**config.mk**
```make
export PLATFORM = sky130hd
export DESIGN_NAME = button_debounce_press_classifier
export DESIGN_NICKNAME = d
export VERILOG_FILES = /design/src/design/bdpc_pkg.sv /design/src/design/bdpc_lane.sv /design/src/design/bdpc_merge.sv /design/src/design/button_debounce_press_classifier.sv
export VERILOG_INCLUDE_DIRS = /design/src /design/src/design
export SDC_FILE = /design/constraint.sdc
export NUM_CORES = 1
export LEC_CHECK = 0
export BUFFER_PORTS_ARGS = -buffer_cell sky130_fd_sc_hd__buf_2
export CELL_PAD_IN_SITES_DETAIL_PLACEMENT = 1
export CELL_PAD_IN_SITES_GLOBAL_PLACEMENT = 2
export CORE_MARGIN = 4
export CORE_UTILIZATION = 40
export DETAILED_ROUTE_END_ITERATION = 7
export GPL_TIMING_DRIVEN = 0
export PLACE_DENSITY = 0.81
export SYNTH_ARGS = -nofsm -noshare
export SYNTH_HDL_FRONTEND = slang
export SYNTH_SLANG_ARGS = --single-unit
```
**constraint.sdc**
```tcl
create_clock -name clk -period 5 [get_ports clk]
set_clock_uncertainty 0.1 [all_clocks]
set_input_delay 0.5 -clock clk [delete_from_list [all_inputs] [get_ports clk]]
set_output_delay 0.5 -clock clk [all_outputs]
set_load 0.01 [all_outputs]
```
**src/design/button_debounce_press_classifier_macros.svh**
```systemverilog
// ----------------------------------------------------------------------------
// Assertion macros for the button debounce press classifier
// Concurrent checks that compile away when ASSERT_OFF is defined.
// ----------------------------------------------------------------------------
`ifndef BUTTON_DEBOUNCE_PRESS_CLASSIFIER_MACROS_SVH
`define BUTTON_DEBOUNCE_PRESS_CLASSIFIER_MACROS_SVH

`ifndef ASSERT_OFF

// same-cycle implication
`define BDPC_ASSERT_IMP(lbl, clk_s, rst_s, ante, cons) \
  lbl: assert property (@(posedge clk_s) disable iff (!rst_s) (ante) |-> (cons)) \
    else $error("bdpc: same-cycle check failed");

// next-cycle implication
`define BDPC_ASSERT_NXT(lbl, clk_s, rst_s, ante, cons) \
  lbl: assert property (@(posedge clk_s) disable iff (!rst_s) (ante) |=> (cons)) \
    else $error("bdpc: next-cycle check failed");

`else

`define BDPC_ASSERT_IMP(lbl, clk_s, rst_s, ante, cons)
`define BDPC_ASSERT_NXT(lbl, clk_s, rst_s, ante, cons)

`endif

`endif

```
**src/design/bdpc_pkg.sv**
```systemverilog
// ----------------------------------------------------------------------------
// bdpc_pkg
// Types, codes and constants shared by the debounce classifier modules.
// ----------------------------------------------------------------------------
package bdpc_pkg;

  localparam int BUTTON_COUNT_DEF = 8;
  localparam int MAX_BUTTONS      = 8;

  localparam int DB_THR_W   = 8;
  localparam int LONG_THR_W = 16;
  localparam int MASK_W     = 8;
  localparam int CFG_IDX_W  = 2;
  localparam int CFG_DATA_W = 16;

  localparam logic [DB_THR_W-1:0]   DB_THR_RST   = 8'd1;
  localparam logic [LONG_THR_W-1:0] LONG_THR_RST = 16'd10;
  localparam logic [MASK_W-1:0]     EN_MASK_RST  = 8'hFF;

  localparam logic [DB_THR_W-1:0]   DCNT_MAX = 8'hFF;
  localparam logic [LONG_THR_W-1:0] HCNT_MAX = 16'hFFFF;

  // register indexes
  localparam logic [CFG_IDX_W-1:0] REG_DEBOUNCE_THR = 2'd0;
  localparam logic [CFG_IDX_W-1:0] REG_LONG_THR     = 2'd1;
  localparam logic [CFG_IDX_W-1:0] REG_ENABLE_MASK  = 2'd2;

  // input commands
  localparam logic CMD_MASK = 1'b0;
  localparam logic CMD_TICK = 1'b1;

  typedef enum logic [1:0] {
    ACT_PRESS   = 2'd0,
    ACT_RELEASE = 2'd1,
    ACT_SHORT   = 2'd2,
    ACT_LONG    = 2'd3
  } action_t;

  typedef struct packed {
    logic              command;
    logic [MASK_W-1:0] btn_mask;
  } in_item_t;

  typedef struct packed {
    logic [2:0] button_index;
    action_t    action;
    logic       last_of_run;
  } out_item_t;

  typedef struct packed {
    logic [DB_THR_W-1:0]   debounce_thr;
    logic [LONG_THR_W-1:0] long_thr;
  } lane_cfg_t;

  // events one lane raises on a tick: a primary event and a trailing short press
  typedef struct packed {
    logic    first_vld;
    action_t first_act;
    logic    short_vld;
  } lane_ev_t;

endpackage

```
**src/design/bdpc_lane.sv**
```systemverilog
// ----------------------------------------------------------------------------
// bdpc_lane
// Per-button debounce and hold counters; flags the events of one tick.
// ----------------------------------------------------------------------------
module bdpc_lane (
  input  logic                clk,
  input  logic                rst_n,
  input  logic                step,
  input  logic                raw_on,
  input  bdpc_pkg::lane_cfg_t cfg,
  output bdpc_pkg::lane_ev_t  ev
);

  logic [bdpc_pkg::DB_THR_W-1:0]   dcnt_r, dcnt_nxt, dcnt_inc;
  logic [bdpc_pkg::LONG_THR_W-1:0] hcnt_r, hcnt_nxt, hcnt_inc;
  logic                            stable_r, stable_nxt;
  logic                            lrep_r, lrep_nxt;

  always_comb begin
    dcnt_inc   = (dcnt_r == bdpc_pkg::DCNT_MAX) ? dcnt_r : dcnt_r + 8'd1;
    hcnt_inc   = (hcnt_r == bdpc_pkg::HCNT_MAX) ? hcnt_r : hcnt_r + 16'd1;
    dcnt_nxt   = dcnt_r;
    hcnt_nxt   = hcnt_r;
    stable_nxt = stable_r;
    lrep_nxt   = lrep_r;
    ev         = '{first_vld: 1'b0, first_act: bdpc_pkg::ACT_PRESS, short_vld: 1'b0};
    if (raw_on != stable_r) begin
      if (dcnt_inc >= cfg.debounce_thr) begin
        // commit the change
        dcnt_nxt     = '0;
        hcnt_nxt     = '0;
        lrep_nxt     = 1'b0;
        stable_nxt   = raw_on;
        ev.first_vld = 1'b1;
        if (raw_on) begin
          ev.first_act = bdpc_pkg::ACT_PRESS;
        end else begin
          ev.first_act = bdpc_pkg::ACT_RELEASE;
          ev.short_vld = !lrep_r;
        end
      end else begin
        dcnt_nxt = dcnt_inc;
      end
    end else begin
      dcnt_nxt = '0;
      if (stable_r) begin
        hcnt_nxt = hcnt_inc;
        if ((hcnt_inc >= cfg.long_thr) && !lrep_r) begin
          ev.first_vld = 1'b1;
          ev.first_act = bdpc_pkg::ACT_LONG;
          lrep_nxt     = 1'b1;
        end
      end
    end
  end

  always_ff @(posedge clk) begin
    if (!rst_n) begin
      dcnt_r   <= '0;
      hcnt_r   <= '0;
      stable_r <= 1'b0;
      lrep_r   <= 1'b0;
    end else if (step) begin
      dcnt_r   <= dcnt_nxt;
      hcnt_r   <= hcnt_nxt;
      stable_r <= stable_nxt;
      lrep_r   <= lrep_nxt;
    end
  end

endmodule

```
**src/design/bdpc_merge.sv**
```systemverilog
// ----------------------------------------------------------------------------
// bdpc_merge
// Collects lane events of one tick and sends them out in button order.
// ----------------------------------------------------------------------------
module bdpc_merge #(
  parameter int BUTTON_COUNT = bdpc_pkg::BUTTON_COUNT_DEF
) (
  input  logic                clk,
  input  logic                rst_n,
  input  logic                load,
  input  bdpc_pkg::lane_ev_t  ev [BUTTON_COUNT],
  output logic                idle,
  output logic                out_valid,
  input  logic                out_ready,
  output bdpc_pkg::out_item_t out_data
);

  localparam int PEND_W = 2 * BUTTON_COUNT;
  localparam int SEL_W  = $clog2(PEND_W);
  localparam int BTN_W  = (BUTTON_COUNT > 1) ? $clog2(BUTTON_COUNT) : 1;

  logic [PEND_W-1:0]   pend_r, load_vec, sel_hot;
  bdpc_pkg::action_t   act_r [BUTTON_COUNT];
  logic [SEL_W-1:0]    sel;
  logic [BTN_W-1:0]    btn_sel;
  logic                have, take;
  logic                out_valid_r;
  bdpc_pkg::out_item_t out_data_r, item;

  always_comb begin
    for (int b = 0; b < BUTTON_COUNT; b++) begin
      load_vec[2*b]   = ev[b].first_vld;
      load_vec[2*b+1] = ev[b].short_vld;
    end
  end

  // lowest pending event wins
  always_comb begin
    sel = '0;
    for (int i = PEND_W - 1; i >= 0; i--) begin
      if (pend_r[i]) begin
        sel = SEL_W'(i);
      end
    end
  end

  assign sel_hot = PEND_W'(1) << sel;
  assign btn_sel = BTN_W'(sel >> 1);
  assign have    = |pend_r;
  assign take    = have && (!out_valid_r || out_ready);

  always_comb begin
    item.button_index = 3'(btn_sel);
    item.action       = sel[0] ? bdpc_pkg::ACT_SHORT : act_r[btn_sel];
    item.last_of_run  = ((pend_r & ~sel_hot) == '0);
  end

  always_ff @(posedge clk) begin
    if (!rst_n) begin
      pend_r      <= '0;
      out_valid_r <= 1'b0;
    end else begin
      if (load) begin
        pend_r <= load_vec;
      end else if (take) begin
        pend_r <= pend_r & ~sel_hot;
      end
      if (take) begin
        out_valid_r <= 1'b1;
      end else if (out_ready) begin
        out_valid_r <= 1'b0;
      end
    end
  end

  always_ff @(posedge clk) begin
    if (take) begin
      out_data_r <= item;
    end
    if (load) begin
      for (int b = 0; b < BUTTON_COUNT; b++) begin
        act_r[b] <= ev[b].first_act;
      end
    end
  end

  assign idle      = !have;
  assign out_valid = out_valid_r;
  assign out_data  = out_data_r;

endmodule

```
**src/design/button_debounce_press_classifier.sv**
```systemverilog
// ----------------------------------------------------------------------------
// button_debounce_press_classifier
// Debounces a bank of buttons and reports press, release, short and long.
// ----------------------------------------------------------------------------
// Use:
//   in_*  : valid/ready channel of in_item_t. command CMD_MASK latches a new
//           raw pressed mask (ANDed with the enable mask); CMD_TICK advances
//           time by one tick. Ticks before the first mask are swallowed.
//   out_* : valid/ready channel of out_item_t, events in button order; the
//           final event of a tick carries last_of_run.
//   cfg_* : register write channel, always ready. Write only while idle.
// Flow:
//   All lanes update together on the accepted tick transfer, which loads
//   their events into the merge stage's pending-event vector; the merge
//   stage then moves one event a cycle into the output register while that
//   register is empty or out_ready is high. A tick raising n events (up to
//   2*BUTTON_COUNT) holds in_ready low until the last event has entered the
//   output register. Mask items and silent ticks leave in_ready high.
//   The single output register and pending-event vector set this rate.
// Reset (synchronous, rst_n low): registers return to defaults, all counters
//   and stable state clear, no mask seen, output empty.
// Stall: when out_ready is low the output register holds its event and the
//   pending events wait; the input stays blocked until they have drained.
// ----------------------------------------------------------------------------
`include "button_debounce_press_classifier_macros.svh"

module button_debounce_press_classifier #(
  parameter int BUTTON_COUNT = bdpc_pkg::BUTTON_COUNT_DEF
) (
  input  logic                                clk,
  input  logic                                rst_n,
  input  logic                                in_valid,
  output logic                                in_ready,
  input  bdpc_pkg::in_item_t                  in_data,
  output logic                                out_valid,
  input  logic                                out_ready,
  output bdpc_pkg::out_item_t                 out_data,
  input  logic                                cfg_valid,
  output logic                                cfg_ready,
  input  logic [bdpc_pkg::CFG_IDX_W-1:0]      cfg_index,
  input  logic [bdpc_pkg::CFG_DATA_W-1:0]     cfg_data
);

  // configuration registers
  logic [bdpc_pkg::DB_THR_W-1:0]   db_thr_r;
  logic [bdpc_pkg::LONG_THR_W-1:0] long_thr_r;
  logic [bdpc_pkg::MASK_W-1:0]     en_mask_r;

  // raw input state
  logic [bdpc_pkg::MASK_W-1:0]     raw_bits_r;
  logic                            raw_seen_r;

  logic                            in_xfer, tick_step, merge_idle;
  logic                            mask_xfer, early_tick;
  bdpc_pkg::lane_cfg_t             lane_cfg;
  bdpc_pkg::lane_ev_t              lane_ev [BUTTON_COUNT];

  assign cfg_ready = 1'b1;
  assign in_ready  = merge_idle;
  assign in_xfer   = in_valid && in_ready;
  // a tick only steps the lanes once a mask has been seen
  assign tick_step = in_xfer && (in_data.command == bdpc_pkg::CMD_TICK) && raw_seen_r;
  assign mask_xfer  = in_xfer && (in_data.command == bdpc_pkg::CMD_MASK);
  assign early_tick = in_xfer && (in_data.command == bdpc_pkg::CMD_TICK) && !raw_seen_r;

  always_ff @(posedge clk) begin
    if (!rst_n) begin
      db_thr_r   <= bdpc_pkg::DB_THR_RST;
      long_thr_r <= bdpc_pkg::LONG_THR_RST;
      en_mask_r  <= bdpc_pkg::EN_MASK_RST;
    end else if (cfg_valid && cfg_ready) begin
      case (cfg_index)
        bdpc_pkg::REG_DEBOUNCE_THR: db_thr_r   <= cfg_data[bdpc_pkg::DB_THR_W-1:0];
        bdpc_pkg::REG_LONG_THR:     long_thr_r <= cfg_data;
        bdpc_pkg::REG_ENABLE_MASK:  en_mask_r  <= cfg_data[bdpc_pkg::MASK_W-1:0];
        default: ;  // unknown index: write dropped
      endcase
    end
  end

  always_ff @(posedge clk) begin
    if (!rst_n) begin
      raw_bits_r <= '0;
      raw_seen_r <= 1'b0;
    end else if (mask_xfer) begin
      raw_bits_r <= in_data.btn_mask & en_mask_r;
      raw_seen_r <= 1'b1;
    end
  end

  assign lane_cfg = '{debounce_thr: db_thr_r, long_thr: long_thr_r};

  // one lane per button, all stepping on the same tick
  for (genvar b = 0; b < BUTTON_COUNT; b++) begin : g_lane
    bdpc_lane u_lane (
      .clk    (clk),
      .rst_n  (rst_n),
      .step   (tick_step),
      .raw_on (raw_bits_r[b]),
      .cfg    (lane_cfg),
      .ev     (lane_ev[b])
    );
  end

  // serialises the tick's events onto the output channel
  bdpc_merge #(
    .BUTTON_COUNT (BUTTON_COUNT)
  ) u_merge (
    .clk       (clk),
    .rst_n     (rst_n),
    .load      (tick_step),
    .ev        (lane_ev),
    .idle      (merge_idle),
    .out_valid (out_valid),
    .out_ready (out_ready),
    .out_data  (out_data)
  );

  // a mask transfer never starts an event run
  `BDPC_ASSERT_NXT(a_mask_silent, clk, rst_n, mask_xfer, in_ready)

  // a tick before any mask leaves the block idle
  `BDPC_ASSERT_NXT(a_early_tick_silent, clk, rst_n, early_tick, in_ready)

  // an event that is not the last of its run means more are pending
  `BDPC_ASSERT_IMP(a_run_blocks_input, clk, rst_n, out_valid && !out_data.last_of_run, !in_ready)

endmodule
```
==> results_dict.tcl <==
set metrics [dict create \
    synthArstFlopShare_pct 0 \
    layout-drive-gt1-share_pct 8.19 \
    finalNetCount 2735 \
    finalSetupViolCount 0 \
    antenna_found_initial 3 \
    cp_max_fo 10 \
    area_delta_synth_final_pct 11.9 \
    cts.htree.levels 2 \
    drt_iter0_drc 1299 \
    cts_setup_buffers 0 \
    synth_edf_count 22 \
    dieArea_um2 53300 \
    die_h_um 231 \
    final_max_slew_viol_count 0 \
    place_congestion 0.920 \
    wire_per_inst_um 22.7 \
    finalWirelength_um 72500 \
    hold_path_depth 3 \
    multi_input_area_um2 13200 \
    tritoncts "built" \
    finalHoldViolCount 0 \
    yosysWarnings 0 \
    reg2regPathDepth 12 \
    required_ns 5.41 \
    yosysSeqAreaShare_pct 30.1 \
    vias 19100 \
    postLayoutCoreUtil_pct 45.3 \
    grt_start_max_net_pins 26 \
    cp.arrival_ns 4.94 \
    slew_headroom_pct 21.1 \
    intPower_mw 4.21 \
    via_per_inst 5.99 \
    mostFrequentLayoutCells "nand2_1 (290), dfxtp_1 (266), ha_1 (208)" \
    maxCapViolCount 0 \
    cts.sinks 288 \
    end_kind "register" \
    nFillCells 6065 \
    num_io_pins 41 \
    power.share.clock_pct 51.1 \
    hpwl_um 53600 \
    mostFrequentLayoutCell "nand2_1" \
    drc 0 \
    power_frac_seq_pct 41.3 \
    cts-resized-gates 0 \
    fmax_mhz 221 \
    initial_core_util_pct 40.5 \
    insertion_delay_ns 0.58 \
    synth_cell_types 90 \
    p_leak_nw 8.92 \
    status "finished clean" \
    grt_pass1_wl_um 113000 \
    period_share_pct 90.6 \
    clk_pin_slew_ns 0.06 \
    grt.total_usage_pct 26.8 \
    numCtsBuffers 39 \
    p_per_area_nw_per_um2 257 \
    comb_power_share_pct 7.6 \
    die_x_um 231 \
    grt_pass1_vias 19600 \
    overflow 0 \
    peakVddDrop_mv 0.190 \
    num_rows 81 \
    swShare_pct 26.3 \
    period_minus_slack_ns 4.53 \
    critPathLaunchType "register" \
    critPathKind "register to register" \
    dr.pass1.iters 5 \
    hp-class "input port to register" \
    setup_tns_ns 0 \
    syn_inst 2415 \
    syn-cell-area_um2 19900 \
    drtAntennaViolNets 0 \
    switching_power_mw 1.50 \
    cts-root-buf "clkbuf_16" \
    synth_nets 2655 \
    core_area_um2 49100 \
    io_buffers 39 \
    cts_hold_buf 0 \
    worst_slew_pin_slew_ns 1.18 \
    regArea_um2 5990 \
    rsz0062_at_grt "false" \
    syn_area_per_cell_um2 8.22 \
    ys.flop_type "dfxtp_1" \
    clk_path_buf_depth 3 \
    synth_seq_cells 288 \
]
[critical path: stages, from the launching register on]
cell and delay [ns]:
dfxtp_1 0.39, ha_1 0.27, and3_1 0.25, nand3_1 0.26, nand4_1 0.20, xnor2_1 0.17
ha_1 0.28, a2111oi_0 0.62, a31oi_1 0.52, maj3_1 0.58, a21oi_2 0.34, buf_2 0.32
a22o_1 0.17
[layout make-up]
class / count / area share (%)
multi-input cells: 1963 / 59.3
plain buffers: 91 / 1.89
diodes: 1 / 0.0113
flip-flops and latches: 288 / 26.9
repair buffers: 39 / 0.878
inverters: 73 / 1.24
well taps: 664 / 3.74
clock inverters: 14 / 0.619
clock buffers: 58 / 5.35
[synthesized netlist by cell type (29+ instances only)]
master | n | area [µm²]
a21o_1 | 35 | 263
a21oi_1 | 166 | 831
a22o_1 | 47 | 412
a22oi_1 | 38 | 285
a31oi_1 | 48 | 300
and3_1 | 50 | 313
clkbuf_1 | 61 | 229
dfxtp_1 | 266 | 5330
ha_1 | 208 | 2600
inv_1 | 71 | 267
mux2_2 | 32 | 360
nand2_1 | 290 | 1090
nand2b_1 | 35 | 219
nand3_1 | 150 | 751
nand4_1 | 64 | 400
nor2_1 | 204 | 766
nor3_1 | 40 | 200
o21a_1 | 29 | 218
o21ai_0 | 98 | 490
xnor2_1 | 88 | 771
xor2_1 | 35 | 307
[worst paths after layout]
check                                              endpoint  slack, ns                  startpoint
worst min-delay path                         long_thr_r[11]       0.06                cfg_data[11]
worst max-delay path            g_lane[4].u_lane.hcnt_r[12]       0.47  g_lane[4].u_lane.dcnt_r[0]
worst max register to register  g_lane[4].u_lane.hcnt_r[12]       0.47  g_lane[4].u_lane.dcnt_r[0]
worst min register to register                long_thr_r[8]       0.35               long_thr_r[8]
[metal layers]
layer / global-route usage (%) / share of wire, % / vias up / wire length [µm]
li1: - / - / 9110 / -
met1: 35.8 / 46 / 9517 / 33400
met2: 45.6 / 47 / 388 / 33900
met3: 3.39 / 4.6 / 110 / 3330
met4: 7.46 / 2.6 / 0 / 1890
met5: 0 / 0 / - / 0
[kinds of logic (layout without fill, tap and decap cells)]
logic type | count (synthesis) | after routing | synth area share [%]
fa+ha+maj | 209 | 209 | 13.2
flops | 288 | 288 | 30.1
mux | 51 | 51 | 2.84
buf+inv | 164 | 275 | 3.51
xor+xnor | 123 | 123 | 5.42
compound gates | 612 | 612 | 20.7
simple gates | 967 | 967 | 24.2
other cells | 1 | 2 | 0.0189
[flip-flops by register name, indices dropped and copies added, names as in the netlist]
register,count
g_lane.u_lane.stable_r,8
g_lane.u_lane.hcnt_r,128
g_lane.u_lane.lrep_r,8
raw_bits_r,8
raw_seen_r,1
en_mask_r,8
long_thr_r,16
g_lane.u_lane.dcnt_r,64
u_merge.pend_r,16
u_merge.act_r,16
db_thr_r,8
u_merge.out_data,6
u_merge.out_valid,1
[through the flow]
| stage | hold slack, ns | total power [mW] | cell area [µm²] | setup WS [ns] | std cells |
|---|---|---|---|---|---|
| after floorplan | 0.336 | 2.65 | 19900 | 1.48 | 2415 |
| after global placement | 0.344 | 2.83 | 20900 | 0.600 | 3118 |
| after detailed placement | 0.351 | 2.84 | 20900 | 0.421 | 3118 |
| after CTS | 0.0418 | 5.76 | 22200 | 0.398 | 3190 |
| after global routing | 0.0681 | 5.90 | 22200 | 0.0986 | 3190 |
| final | 0.0603 | 5.71 | 22200 | 0.468 | 3191 |
[power by group through the flow]
| stage | Sequential, mW | Clock, mW | Combinational (mW) |
|---|---|---|---|
| 6_report | 2.36 | 2.92 | 0.434 |
| 3_5_place_dp | 2.41 | 0 | 0.429 |
| 5_1_grt | 2.36 | 3.07 | 0.470 |
| 2_1_floorplan | 2.41 | 0 | 0.241 |
| 4_1_cts | 2.36 | 2.97 | 0.432 |
| 3_3_place_gp | 2.41 | 0 | 0.418 |
(Power assumes the default switching activity.)
